--- config.mk ---
export PLATFORM = sky130hd
export DESIGN_NAME = sparse_triplet_matrix_add_flat
export DESIGN_NICKNAME = d
export VERILOG_FILES = /design/src/stma_pkg.sv /design/src/stma_in_if.sv /design/src/stma_out_if.sv /design/src/stma_ctrl.sv /design/src/stma_dp.sv /design/src/sparse_triplet_matrix_add.sv /design/src/flat_wrapper.sv
export SDC_FILE = /design/constraint.sdc
export NUM_CORES = 2
export LEC_CHECK = 0
export ABC_CLOCK_PERIOD_IN_PS = 5900
export BUFFER_PORTS_ARGS = -buffer_cell sky130_fd_sc_hd__buf_2
export CELL_PAD_IN_SITES_DETAIL_PLACEMENT = 1
export CELL_PAD_IN_SITES_GLOBAL_PLACEMENT = 1
export CORE_ASPECT_RATIO = 1.2
export CORE_MARGIN = 5
export CORE_UTILIZATION = 41
export CTS_BUF_LIST = sky130_fd_sc_hd__clkbuf_4
export CTS_CLUSTER_DIAMETER = 40
export DETAILED_ROUTE_END_ITERATION = 6
export PLACE_DENSITY = 0.61
export SLEW_MARGIN = 40
export SYNTH_ARGS = -nofsm -noshare
export SYNTH_HDL_FRONTEND = slang
export SYNTH_SLANG_ARGS = --single-unit
--- constraint.sdc ---
create_clock -name clk_i -period 5.9 [get_ports clk_i]
set_input_delay 0.59 -clock clk_i [delete_from_list [all_inputs] [get_ports clk_i]]
set_output_delay 0.59 -clock clk_i [all_outputs]
set_load 0.05 [all_outputs]
--- src/stma_pkg.sv ---
package stma_pkg;

  localparam int RowW   = 8;
  localparam int ColW   = 8;
  localparam int ValW   = 32;
  localparam int SumW   = 33;
  localparam int OpW    = 2;
  localparam int StatW  = 2;
  localparam int CfgIdxW = 2;
  localparam int CfgW   = 8;

  // operation codes
  localparam logic [OpW-1:0] OpLoadA = 2'd0;
  localparam logic [OpW-1:0] OpLoadB = 2'd1;
  localparam logic [OpW-1:0] OpMerge = 2'd2;

  // result status codes
  localparam logic [StatW-1:0] StatTerm     = 2'd0;
  localparam logic [StatW-1:0] StatMismatch = 2'd1;
  localparam logic [StatW-1:0] StatEmpty    = 2'd2;

  // configuration register indexes
  localparam logic [CfgIdxW-1:0] CfgARows = 2'd0;
  localparam logic [CfgIdxW-1:0] CfgACols = 2'd1;
  localparam logic [CfgIdxW-1:0] CfgBRows = 2'd2;
  localparam logic [CfgIdxW-1:0] CfgBCols = 2'd3;

  typedef struct packed {
    logic [RowW-1:0]        row;
    logic [ColW-1:0]        col;
    logic signed [ValW-1:0] value;
  } term_t;

  typedef struct packed {
    logic             load_a;
    logic             load_b;
    logic             emit_status;
    logic [StatW-1:0] status;
    logic             step;
    logic             clear;
  } dp_cmd_t;

  typedef struct packed {
    logic out_free;
    logic shape_match;
    logic both_empty;
    logic merge_last;
  } dp_stat_t;

endpackage

--- src/stma_in_if.sv ---
interface stma_in_if;
  logic                                 valid;
  logic                                 ready;
  logic [stma_pkg::OpW-1:0]             operation;
  logic [stma_pkg::RowW-1:0]            row;
  logic [stma_pkg::ColW-1:0]            col;
  logic signed [stma_pkg::ValW-1:0]     value;

  modport source (output valid, output operation, output row, output col, output value,
                  input ready);
  modport sink   (input valid, input operation, input row, input col, input value,
                  output ready);
endinterface

--- src/stma_out_if.sv ---
interface stma_out_if;
  logic                                 valid;
  logic                                 ready;
  logic [stma_pkg::StatW-1:0]           status;
  logic [stma_pkg::RowW-1:0]            out_row;
  logic [stma_pkg::ColW-1:0]            out_col;
  logic signed [stma_pkg::SumW-1:0]     out_value;
  logic                                 last;

  modport source (output valid, output status, output out_row, output out_col,
                  output out_value, output last, input ready);
  modport sink   (input valid, input status, input out_row, input out_col,
                  input out_value, input last, output ready);
endinterface

--- src/stma_ctrl.sv ---
module stma_ctrl (
  input  logic                     clk_i,
  input  logic                     rst_ni,
  input  logic                     in_valid_i,
  input  logic [stma_pkg::OpW-1:0] in_op_i,
  output logic                     in_ready_o,
  input  stma_pkg::dp_stat_t       stat_i,
  output stma_pkg::dp_cmd_t        cmd_o
);

  localparam logic StIdle  = 1'b0;
  localparam logic StMerge = 1'b1;

  logic state_q, state_d;
  logic in_beat;

  assign in_ready_o = (state_q == StIdle) && stat_i.out_free;
  assign in_beat    = in_valid_i && in_ready_o;

  always_comb begin
    state_d = state_q;
    cmd_o   = '0;
    unique case (state_q)
      StIdle: begin
        if (in_beat) begin
          unique case (in_op_i)
            stma_pkg::OpLoadA: cmd_o.load_a = 1'b1;
            stma_pkg::OpLoadB: cmd_o.load_b = 1'b1;
            stma_pkg::OpMerge: begin
              priority if (!stat_i.shape_match) begin
                cmd_o.emit_status = 1'b1;
                cmd_o.status      = stma_pkg::StatMismatch;
                cmd_o.clear       = 1'b1;
              end else if (stat_i.both_empty) begin
                cmd_o.emit_status = 1'b1;
                cmd_o.status      = stma_pkg::StatEmpty;
                cmd_o.clear       = 1'b1;
              end else begin
                state_d = StMerge;
              end
            end
            default: ;
          endcase
        end
      end
      StMerge: begin
        // one merged term per free output slot
        if (stat_i.out_free) begin
          cmd_o.step = 1'b1;
          if (stat_i.merge_last) begin
            cmd_o.clear = 1'b1;
            state_d     = StIdle;
          end
        end
      end
      default: state_d = StIdle;
    endcase
  end

  always_ff @(posedge clk_i or negedge rst_ni) begin
    if (!rst_ni) begin
      state_q <= StIdle;
    end else begin
      state_q <= state_d;
    end
  end

endmodule

--- src/stma_dp.sv ---
module stma_dp #(
  parameter int MAX_TERMS = 32
) (
  input  logic                             clk_i,
  input  logic                             rst_ni,
  input  stma_pkg::term_t                  in_term_i,
  input  logic                             cfg_we_i,
  input  logic [stma_pkg::CfgIdxW-1:0]     cfg_idx_i,
  input  logic [stma_pkg::CfgW-1:0]        cfg_data_i,
  input  stma_pkg::dp_cmd_t                cmd_i,
  output stma_pkg::dp_stat_t               stat_o,
  input  logic                             out_ready_i,
  output logic                             out_valid_o,
  output logic [stma_pkg::StatW-1:0]       status_o,
  output logic [stma_pkg::RowW-1:0]        out_row_o,
  output logic [stma_pkg::ColW-1:0]        out_col_o,
  output logic signed [stma_pkg::SumW-1:0] out_value_o,
  output logic                             last_o
);

  localparam int CntW = $clog2(MAX_TERMS + 1);
  localparam int IdxW = (MAX_TERMS > 1) ? $clog2(MAX_TERMS) : 1;
  localparam logic [CntW-1:0] CntMax = CntW'(MAX_TERMS);

  logic [stma_pkg::CfgW-1:0] a_rows_q, a_cols_q, b_rows_q, b_cols_q;
  logic [CntW-1:0] a_cnt_q, b_cnt_q, i_q, j_q;
  logic [CntW-1:0] i_d, j_d;

  stma_pkg::term_t a_mem [MAX_TERMS];
  stma_pkg::term_t b_mem [MAX_TERMS];
  stma_pkg::term_t pa, pb;

  logic a_done, b_done, same_pos, a_after, take_a, take_b;
  logic signed [stma_pkg::SumW-1:0] va, vb, sum;

  logic                             out_valid_q;
  logic [stma_pkg::StatW-1:0]       status_q;
  logic [stma_pkg::RowW-1:0]        row_q;
  logic [stma_pkg::ColW-1:0]        col_q;
  logic signed [stma_pkg::SumW-1:0] value_q;
  logic                             last_q;

  // shape registers
  always_ff @(posedge clk_i or negedge rst_ni) begin
    if (!rst_ni) begin
      a_rows_q <= stma_pkg::CfgW'(1);
      a_cols_q <= stma_pkg::CfgW'(1);
      b_rows_q <= stma_pkg::CfgW'(1);
      b_cols_q <= stma_pkg::CfgW'(1);
    end else if (cfg_we_i) begin
      unique case (cfg_idx_i)
        stma_pkg::CfgARows: a_rows_q <= cfg_data_i;
        stma_pkg::CfgACols: a_cols_q <= cfg_data_i;
        stma_pkg::CfgBRows: b_rows_q <= cfg_data_i;
        stma_pkg::CfgBCols: b_cols_q <= cfg_data_i;
        default: ;
      endcase
    end
  end

  // term stores, full store drops the beat
  always_ff @(posedge clk_i) begin
    if (cmd_i.load_a && (a_cnt_q != CntMax)) begin
      a_mem[a_cnt_q[IdxW-1:0]] <= in_term_i;
    end
    if (cmd_i.load_b && (b_cnt_q != CntMax)) begin
      b_mem[b_cnt_q[IdxW-1:0]] <= in_term_i;
    end
  end

  assign pa = a_mem[i_q[IdxW-1:0]];
  assign pb = b_mem[j_q[IdxW-1:0]];

  assign a_done   = (i_q >= a_cnt_q);
  assign b_done   = (j_q >= b_cnt_q);
  assign same_pos = (pa.row == pb.row) && (pa.col == pb.col);
  assign a_after  = (pa.row > pb.row) || ((pa.row == pb.row) && (pa.col > pb.col));

  always_comb begin
    priority if (a_done) begin
      take_a = 1'b0;
      take_b = 1'b1;
    end else if (b_done) begin
      take_a = 1'b1;
      take_b = 1'b0;
    end else if (same_pos) begin
      take_a = 1'b1;
      take_b = 1'b1;
    end else if (a_after) begin
      take_a = 1'b0;
      take_b = 1'b1;
    end else begin
      take_a = 1'b1;
      take_b = 1'b0;
    end
  end

  assign va  = take_a ? stma_pkg::SumW'(pa.value) : '0;
  assign vb  = take_b ? stma_pkg::SumW'(pb.value) : '0;
  assign sum = va + vb;

  assign i_d = i_q + CntW'(take_a);
  assign j_d = j_q + CntW'(take_b);

  always_ff @(posedge clk_i or negedge rst_ni) begin
    if (!rst_ni) begin
      a_cnt_q <= '0;
      b_cnt_q <= '0;
      i_q     <= '0;
      j_q     <= '0;
    end else begin
      if (cmd_i.clear) begin
        a_cnt_q <= '0;
        b_cnt_q <= '0;
        i_q     <= '0;
        j_q     <= '0;
      end else begin
        if (cmd_i.load_a && (a_cnt_q != CntMax)) a_cnt_q <= a_cnt_q + CntW'(1);
        if (cmd_i.load_b && (b_cnt_q != CntMax)) b_cnt_q <= b_cnt_q + CntW'(1);
        if (cmd_i.step) begin
          i_q <= i_d;
          j_q <= j_d;
        end
      end
    end
  end

  assign stat_o.out_free    = !out_valid_q || out_ready_i;
  assign stat_o.shape_match = (a_rows_q == b_rows_q) && (a_cols_q == b_cols_q);
  assign stat_o.both_empty  = (a_cnt_q == '0) && (b_cnt_q == '0);
  assign stat_o.merge_last  = (i_d >= a_cnt_q) && (j_d >= b_cnt_q);

  // output register
  always_ff @(posedge clk_i or negedge rst_ni) begin
    if (!rst_ni) begin
      out_valid_q <= 1'b0;
    end else if (cmd_i.emit_status || cmd_i.step) begin
      out_valid_q <= 1'b1;
    end else if (out_ready_i) begin
      out_valid_q <= 1'b0;
    end
  end

  always_ff @(posedge clk_i) begin
    if (cmd_i.emit_status) begin
      status_q <= cmd_i.status;
      row_q    <= '0;
      col_q    <= '0;
      value_q  <= '0;
      last_q   <= 1'b1;
    end else if (cmd_i.step) begin
      status_q <= stma_pkg::StatTerm;
      row_q    <= take_a ? pa.row : pb.row;
      col_q    <= take_a ? pa.col : pb.col;
      value_q  <= sum;
      last_q   <= stat_o.merge_last;
    end
  end

  assign out_valid_o = out_valid_q;
  assign status_o    = status_q;
  assign out_row_o   = row_q;
  assign out_col_o   = col_q;
  assign out_value_o = value_q;
  assign last_o      = last_q;

endmodule

--- src/sparse_triplet_matrix_add.sv ---
// Load beats return no result.
// A merge beat yields a status result in the cycle after the beat; otherwise the
// controller enters its merge state and then registers merged terms, one term per cycle
// while the output is taken, each from the single compare-and-add step over both stores.
// Input is held off until the merge's last term has left the output register.
// Reset clears both counts and sets all shape registers to 1; the stores are not cleared.
module sparse_triplet_matrix_add #(
  parameter int MAX_TERMS = 32
) (
  input  logic                         clk_i,
  input  logic                         rst_ni,
  stma_in_if.sink                      in_if,
  stma_out_if.source                   out_if,
  input  logic                         cfg_we_i,
  input  logic [stma_pkg::CfgIdxW-1:0] cfg_idx_i,
  input  logic [stma_pkg::CfgW-1:0]    cfg_data_i
);

  stma_pkg::dp_cmd_t  cmd;
  stma_pkg::dp_stat_t stat;
  stma_pkg::term_t    in_term;

  assign in_term.row   = in_if.row;
  assign in_term.col   = in_if.col;
  assign in_term.value = in_if.value;

  stma_ctrl u_ctrl (
    .clk_i      (clk_i),
    .rst_ni     (rst_ni),
    .in_valid_i (in_if.valid),
    .in_op_i    (in_if.operation),
    .in_ready_o (in_if.ready),
    .stat_i     (stat),
    .cmd_o      (cmd)
  );

  stma_dp #(
    .MAX_TERMS (MAX_TERMS)
  ) u_dp (
    .clk_i       (clk_i),
    .rst_ni      (rst_ni),
    .in_term_i   (in_term),
    .cfg_we_i    (cfg_we_i),
    .cfg_idx_i   (cfg_idx_i),
    .cfg_data_i  (cfg_data_i),
    .cmd_i       (cmd),
    .stat_o      (stat),
    .out_ready_i (out_if.ready),
    .out_valid_o (out_if.valid),
    .status_o    (out_if.status),
    .out_row_o   (out_if.out_row),
    .out_col_o   (out_if.out_col),
    .out_value_o (out_if.out_value),
    .last_o      (out_if.last)
  );

endmodule

--- src/flat_wrapper.sv ---
// flat-port wrapper written by rule: the top's interface ports become plain ports
module sparse_triplet_matrix_add_flat 
#(
  parameter int MAX_TERMS = 32
)
  (clk_i, rst_ni, cfg_we_i, cfg_idx_i, cfg_data_i, in_if_valid, in_if_operation, in_if_row, in_if_col, in_if_value, in_if_ready, out_if_valid, out_if_status, out_if_out_row, out_if_out_col, out_if_out_value, out_if_last, out_if_ready);
  stma_in_if in_if_i ();
  stma_out_if out_if_i ();
  input  logic clk_i;
  input  logic rst_ni;
  input  logic cfg_we_i;
  input  logic [stma_pkg::CfgIdxW-1:0] cfg_idx_i;
  input  logic [stma_pkg::CfgW-1:0] cfg_data_i;
  input wire logic [$bits(in_if_i.valid)-1:0] in_if_valid;
  input wire logic [$bits(in_if_i.operation)-1:0] in_if_operation;
  input wire logic [$bits(in_if_i.row)-1:0] in_if_row;
  input wire logic [$bits(in_if_i.col)-1:0] in_if_col;
  input wire logic [$bits(in_if_i.value)-1:0] in_if_value;
  output wire logic [$bits(in_if_i.ready)-1:0] in_if_ready;
  output wire logic [$bits(out_if_i.valid)-1:0] out_if_valid;
  output wire logic [$bits(out_if_i.status)-1:0] out_if_status;
  output wire logic [$bits(out_if_i.out_row)-1:0] out_if_out_row;
  output wire logic [$bits(out_if_i.out_col)-1:0] out_if_out_col;
  output wire logic [$bits(out_if_i.out_value)-1:0] out_if_out_value;
  output wire logic [$bits(out_if_i.last)-1:0] out_if_last;
  input wire logic [$bits(out_if_i.ready)-1:0] out_if_ready;
  assign in_if_i.valid = in_if_valid;
  assign in_if_i.operation = in_if_operation;
  assign in_if_i.row = in_if_row;
  assign in_if_i.col = in_if_col;
  assign in_if_i.value = in_if_value;
  assign in_if_ready = in_if_i.ready;
  assign out_if_valid = out_if_i.valid;
  assign out_if_status = out_if_i.status;
  assign out_if_out_row = out_if_i.out_row;
  assign out_if_out_col = out_if_i.out_col;
  assign out_if_out_value = out_if_i.out_value;
  assign out_if_last = out_if_i.last;
  assign out_if_i.ready = out_if_ready;
  sparse_triplet_matrix_add #(.MAX_TERMS(MAX_TERMS)) u_core (.clk_i(clk_i), .rst_ni(rst_ni), .in_if(in_if_i), .out_if(out_if_i), .cfg_we_i(cfg_we_i), .cfg_idx_i(cfg_idx_i), .cfg_data_i(cfg_data_i));
endmodule
# Yosys cells after proc, flatten, opt, wreduce, memory -nomap -nowiden
# Memories as Yosys holds them, arrays and structs flattened.
# Index checks and enable logic that the tools add are counted.
# W data, S select, Z words.
op_classes:
  magnitude_cmp: 6
  muxes: 50
  addsub: 5
  eq_ne: 11
  bitwise_logic: 1
  n_reduce_logical: 26
ops:
  columns: ["cell", "n"]
  rows:
  - ["$mux W33", 2]
  - ["$mux W6", 8]
  - ["$add A33 B33 Y33", 1]
  - ["$eq A8 B8 Y1", 4]
  - ["$mux W1", 28]
  - ["$ge A6 B6 Y1", 4]
  - ["$gt A8 B8 Y1", 2]
  - ["$mux W8", 2]
  - ["$add A6 B1 Y6", 2]
  - ["$add A6 B1 Y6 const B", 2]
  - ["$logic_not A6 Y1", 2]
  - ["$ne A6 B6 Y1 const B", 2]
  - ["$mux W5", 2]
  - ["$reduce_bool A2 Y1", 5]
  - ["$logic_and A1 B1 Y1", 9]
  - ["$mux W3", 3]
  - ["$reduce_and A2 Y1", 4]
  - ["$eq A2 B2 Y1 const B", 3]
  - ["$mux W2", 3]
  - ["$eq A2 B1 Y1 const B", 2]
  - ["$logic_not A2 Y1", 2]
  - ["$pmux W1 S2", 2]
  - ["$logic_or A1 B1 Y1", 3]
  - ["$logic_not A1 Y1", 1]
  - ["$not A1 Y1", 1]
totals:
  reg_bits: 110
  mem_count: 2
  in_bits: 65
  ramBits: 3072
mem_list:
  columns: ["name", "words", "width", "rd", "rd_ports_with_merged_regs", "wr", "line", "source"]
  rows:
  - ["u_core.u_dp.a_mem", 32, 48, 1, 0, 1, "stma_dp.sv:29", "stma_pkg::term_t a_mem [MAX_TERMS];"]
  - ["u_core.u_dp.b_mem", 32, 48, 1, 0, 1, "stma_dp.sv:30", "stma_pkg::term_t b_mem [MAX_TERMS];"]

# Depth between registers and ports, before layout
# An unclocked memory read counts as a cell.
logic_depth:
  depth_word: 16
  mapped_depth: 31

# Modules after synthesis
# A second synthesis with hierarchy kept.
unflattened:
  cells_unflattened: 5545
  hier_area_um2: 124081.5
modules_own_cells:
  columns: ["module", "instances", "cells_per_inst", "area_each_um2"]
  rows:
  - ["stma_dp", 1, 5528, 123937.6]
  - ["stma_ctrl", 1, 17, 143.9]

# Least setup slack after synthesis
# OpenSTA, ideal clock, no wires.
synth_path:
  path_type: "register to register"
  start: "register u_core.u_dp.j_q[0]"
  end: "register u_core.u_dp.value_q (netlist bit u_core.u_dp.out_value_o[28])"
  path_stages_with_launch: 25
  synth_period_minus_slack_ns: 5.775
  n_path_buf: 3
  arrival_ns: 5.713
  required_time_ns: 5.838
  setup_slack_ns: 0.125
  cell_sequence: "dfrtp_1 buf_4 buf_4 mux4_2 mux2_2 o22ai_1 a221o_1 ha_1 a21o_1 a221o_1 a221o_1 o21a_1 o21ai_0 and2_1 clkbuf_1 nor2_1 ha_1 fa_1 a21o_1 a221oi_2 a21oi_1 nor3_4 o31ai_1 or4_1 nand3_1"
synth_via:
  elab_chain_len: 10
synth_lines:
  columns: ["element", "line", "source"]
  rows:
  - ["start: declaration", "stma_dp.sv:26", "logic [CntW-1:0] a_cnt_q, b_cnt_q, i_q, j_q;"]
  - ["start signal: assignment", "stma_dp.sv:122", "j_q <= j_d;"]
  - ["$mem_v2 Z32 W48", null, null]
  - ["$gt A8 B8 Y1 / $eq A8 B8 Y1 (equally long branches)", "stma_dp.sv:77, stma_dp.sv:76", null]
  - ["$logic_and A1 B1 Y1", "stma_dp.sv:77", "assign a_after = (pa.row > pb.row) || ((pa.row == pb.row) && (pa.col > pb.col));"]
  - ["$logic_or A1 B1 Y1", "stma_dp.sv:77", null]
  - ["$mux W1", "stma_dp.sv:89", "end else if (a_after) begin"]
  - ["$mux W1", "stma_dp.sv:86", "end else if (same_pos) begin"]
  - ["$mux W1", "stma_dp.sv:83", "end else if (b_done) begin"]
  - ["$mux W1", "stma_dp.sv:80", "priority if (a_done) begin"]
  - ["$mux W33, on equally long branches", "stma_dp.sv:98, stma_dp.sv:99", null]
  - ["$add A33 B33 Y33 (*)", "stma_dp.sv:100", "assign sum = va + vb;"]
  - ["end signal: assignment", "stma_dp.sv:155", "value_q <= sum;"]
  - ["end: declaration", "stma_dp.sv:40", "logic signed [stma_pkg::SumW-1:0] value_q;"]
# Mark *: on every way between the ends. The rest lies on a longest branch, timed or not.
# A chain may end at the register's enable or synchronous reset.

# Worst setup path in the final report
layout_path:
  start: "register u_core.u_dp.j_q[0]"
  end: "register u_core.u_dp.value_q (netlist bit u_core.u_dp.out_value_o[29])"
# Same word-level chain as after synthesis.

==> flow_summary_export.csv <==
group,metric,value,unit
detailed_routing,drtPass1Iterations,7,
clock_tree,h-tree-depth,6,
global_routing,antenna_found_initial,14,
clock_tree,cts_root_buf,"clkbuf_4",
global_routing,grt_pass1_vias,70653,
worst_setup_path,worstPathRequired,7.10,ns
detailed_routing,drc,0,
detailed_routing,via_per_inst,5.66,
detailed_routing,ant_nets,0,
placement,placed_area,134000,um2
clock_tree,clock_latency,1.41,ns
detailed_routing,wl_per_cell,30.6,um
synthesis,async_flop_share,1.82,%
finish,area_delta_synth_final,18.0,%
synthesis,ys_seq_area_share,76.3,%
synthesis,yosys-top-cells-count,"3074 x edfxtp_1, 829 x mux4_2, 176 x mux2i_1, 167 x nor2_1, 122 x clkbuf_1",
sta,fin_crit_sh,101,%
worst_setup_path,path_delay_family,"compound AO/OA/AOI/OAI gates",
sta,setup_viol,2,
detailed_routing,wirelength,351000,um
synthesis,synth_edf_count,3074,
synthesis,synthesis.nets,5744,
worst_setup_path,worst-path-max-fanout,7,
synthesis,ys_warn_count,0,
global_routing,grtUsageTotal,22.1,%
finish,stdcell_area,146000,um2
finish,fillCellCount,27385,
clock_tree,cts_tree,"built",
synthesis,synth_area_leaders,"edfxtp_1 74%, mux4_2 15%, mux2i_1 1.4%",
floorplanning,start_util,41.2,%
placement,gp_congestion,0.884,
synthesis,yosysUniqueCellTypes,72,
clock_tree,clock_path_buffers,4,
global_routing,grt_pass1_wl,505000,um
worst_setup_path,cp_slowest_cell,"dfrtp_4",
global_routing,grt_max_degree,129,
floorplanning,die_area,314000,um2
synthesis,ys.flop_type,"edfxtp_1",
sta,worst_slack,-0.0415,ns
synthesis,avgSynthCellArea,22.2,um2
power,vdd_drop_max,0.237,mV
sta,drv_slew,0,
sta,skew,0.124,ns
synthesis,yosysTopAreaCellShare,74.3,%
outcome,outcome,"finished with violations",
worst_setup_path,worst_path_largest_cell_delay,0.53,ns
sta,final.min_clock_period,5.94,ns
floorplanning,fp.dieW,512,um
clock_tree,numCtsBuffers,777,
detailed_routing,vias,64974,
sta,relSlewSlack,41.0,%
outcome,violations,"negative setup slack",
clock_tree,cts_sinks,3182,
floorplanning,core,302000,um2
global_routing,grt-ovfl-total,0,
sta,hold_viol,0,
synthesis,syn_inst,5594,
placement,port_buffers,118,
worst_setup_path,path_buf_inv,5,
min_path,hold_path_class,"in -> reg",
synthesis,synth_seq_cells,3182,
synthesis,synth_top_area_cell,"edfxtp_1",
clock_tree,clkTransAtPathRegs,0.07,ns
synthesis,yosysMostFrequentCell,"edfxtp_1",
job,maxCapViolations,0,
worst_setup_path,crit_top_cell,"a221o_1",
synthesis,syn_area,124000,um2
floorplanning,rows,221,
detailed_routing,drtIter0Drc,5772,
floorplanning,die_y,613,um
power,power_density,378,nW/um2
finish,fin_nets,7053,
placement,hpwl,198000,um
floorplanning,ios,119,
worst_setup_path,cp_cell_sequence,"buf_6 -> mux4_2 -> mux2_4 -> o22ai_2 -> a221o_1 -> ha_1 -> a21o_1 -> a221o_1 -> a221o_1 -> buf_4 -> o211ai_1 -> o21ai_4 -> buf_12 -> clkbuf_16 -> nor2_4 -> ha_2 -> a21oi_2 -> o21bai_1 -> a2111oi_2 -> buf_4 -> a311oi_4 -> a31oi_1 -> xor2_1 -> o21ai_0",
worst_setup_path,cp-end-kind,"register",
sta,rsz0062_at_grt,"yes",
worst_setup_path,startpoint_type,"register",
finish,drive_gt1_share,40.4,%
finish,final_core_util,48.6,%
worst_setup_path,worstPathArrival,7.14,ns
sta,fmax,168,MHz
worst_setup_path,crit_type,"reg -> reg",
sta,worstMarginPinSlew,0.883,ns
power,p_leak,46.3,nW
-- final timing paths --
path	start	end	slack, ns	cells past startpoint
worst min-delay path	cfg_idx_i[0]	u_core.u_dp.a_rows_q[1]$_DFFE_PN0P_	0.28	4
worst max register to register	u_core.u_dp.j_q[0]$_DFFE_PN0P_	u_core.u_dp.out_value_o[29]$_SDFFE_PP0P_	-0.04	24
min in group asynchronous	rst_ni	u_core.u_dp.b_cols_q[6]$_DFFE_PN0P_	0.41	4
worst min register to register	u_core.u_dp.out_value_o[7]$_SDFFE_PP0P_	u_core.u_dp.out_value_o[7]$_SDFFE_PP0P_	0.46	2
max in group asynchronous	rst_ni	u_core.u_dp.j_q[0]$_DFFE_PN0P_	4.80	4
worst max-delay path	u_core.u_dp.j_q[0]$_DFFE_PN0P_	u_core.u_dp.out_value_o[29]$_SDFFE_PP0P_	-0.04	24
-- metrics by stage --
stage / setup slack (ns) / hold WS (ns) / power (mW) / setup TNS (ns) / instances
floorplan: 0.125 / 0.294 / 31.8 / 0 / 5594
global placement: -0.642 / 0.447 / 36.2 / -21.63 / 9993
detailed placement: -0.650 / 0.455 / 36.4 / -20.97 / 10004
CTS: 0.00290 / 0.0488 / 55.0 / 0 / 11442
global route: -0.233 / 0.147 / 58.0 / -1.38 / 11481
finish: -0.0415 / 0.281 / 55.4 / -0.0815 / 11489
-- state kept, by name, indices dropped and copies added, names as in the netlist, 2 cells and up --
register                 flops
u_core.u_dp.a_cnt_q          6
u_core.u_dp.a_cols_q         8
u_core.u_dp.a_mem         1536
u_core.u_dp.a_rows_q         8
u_core.u_dp.b_cnt_q          6
u_core.u_dp.b_cols_q         8
u_core.u_dp.b_mem         1536
u_core.u_dp.b_rows_q         8
u_core.u_dp.i_q              6
u_core.u_dp.j_q              6
u_core.u_dp.out_col_o        8
u_core.u_dp.out_row_o        8
u_core.u_dp.out_value_o     33
u_core.u_dp.status_o         2
-- layout by cell type (no fill, tap or decap), types with 26 or more instances in the layout --
master | netlist | layout
xnor2_1 | 43 | 40
mux2i_1 | 176 | 176
buf_12 | 0 | 83
nor2b_1 | 43 | 42
dlygate4sd3_1 | 0 | 79
clkinv_1 | 1 | 160
nand3_1 | 54 | 51
ha_1 | 84 | 70
a22oi_1 | 86 | 78
nand2_1 | 79 | 72
edfxtp_1 | 3074 | 3074
dfxtp_1 | 50 | 50
mux4_2 | 829 | 829
nand4_1 | 36 | 36
inv_1 | 27 | 26
nor2_4 | 0 | 69
clkbuf_4 | 0 | 1103
mux2_2 | 60 | 58
a21oi_1 | 83 | 65
dfrtp_1 | 54 | 44
buf_4 | 34 | 535
a211oi_1 | 67 | 65
nor2_1 | 167 | 94
buf_2 | 102 | 81
-- power by group --
part           switching [mW]  internal, mW  total, mW  leakage, nW
Clock                    8.75          9.46       18.2         5.78
Combinational            6.22          5.58       11.8         11.8
Sequential              0.266          25.1       25.4         28.7
-- layer usage --
metal / share of wire, % / global-route usage (%) / vias up
li1: - / - / 26874
met1: 39 / 28.0 / 35212
met2: 52 / 38.7 / 2340
met3: 5.6 / 3.51 / 544
met4: 3.4 / 7.88 / 4
met5: 0.0060 / 0 / -
-- cell families (layout without fill, tap and decap cells) --
group | count (synthesis) | in the layout | share of synthesized area (%)
AO/OA/AOI/OAI | 436 | 436 | 2.46
XOR/XNOR | 54 | 54 | 0.381
adder cells (fa/ha/maj) | 85 | 85 | 0.863
buffers and inverters | 321 | 2187 | 1.23
flip-flops | 3182 | 3182 | 76.3
multiplexers | 1065 | 1065 | 17.0
other | 0 | 15 | 0
AND/OR/NAND/NOR | 451 | 451 | 1.75
-- repair_timing --
action / CTS / global route
hold buffers: 79 / 0
gates resized for setup: 76 / 124
gates cloned: 1 / 5
endpoints found under the hold margin: 3191 / 0
setup endpoints to repair: 53 / 52
setup buffers: 22 / 24
pin swaps: 19 / 45
-- worst reg2reg max path, cell delays in order, from the launching register on --
cell and delay [ns]:
dfrtp_4 0.53, buf_6 0.16, mux4_2 0.51, mux2_4 0.29, o22ai_2 0.17, a221o_1 0.28, ha_1 0.29, a21o_1 0.18
a221o_1 0.34, a221o_1 0.37, buf_4 0.15, o211ai_1 0.14, o21ai_4 0.10, buf_12 0.16, clkbuf_16 0.21, nor2_4 0.15
ha_2 0.33, a21oi_2 0.21, o21bai_1 0.16, a2111oi_2 0.41, buf_4 0.19, a311oi_4 0.11, a31oi_1 0.19, xor2_1 0.15
o21ai_0 0.08
-- cell type report --
cell class                 instances  area (um2)  area share [%]
clock inverter                   233        1530            1.05
multi-input combinational       2091       29100            19.9
timing repair buffer             820        7560            5.16
sequential                      3182       94800            64.7
clock buffer                    1103        8280            5.65
tap                             4014        5020            3.43
inverter                          31         121          0.0828
antenna                           15        37.5          0.0256
Power figures use the tool's default switching activity.
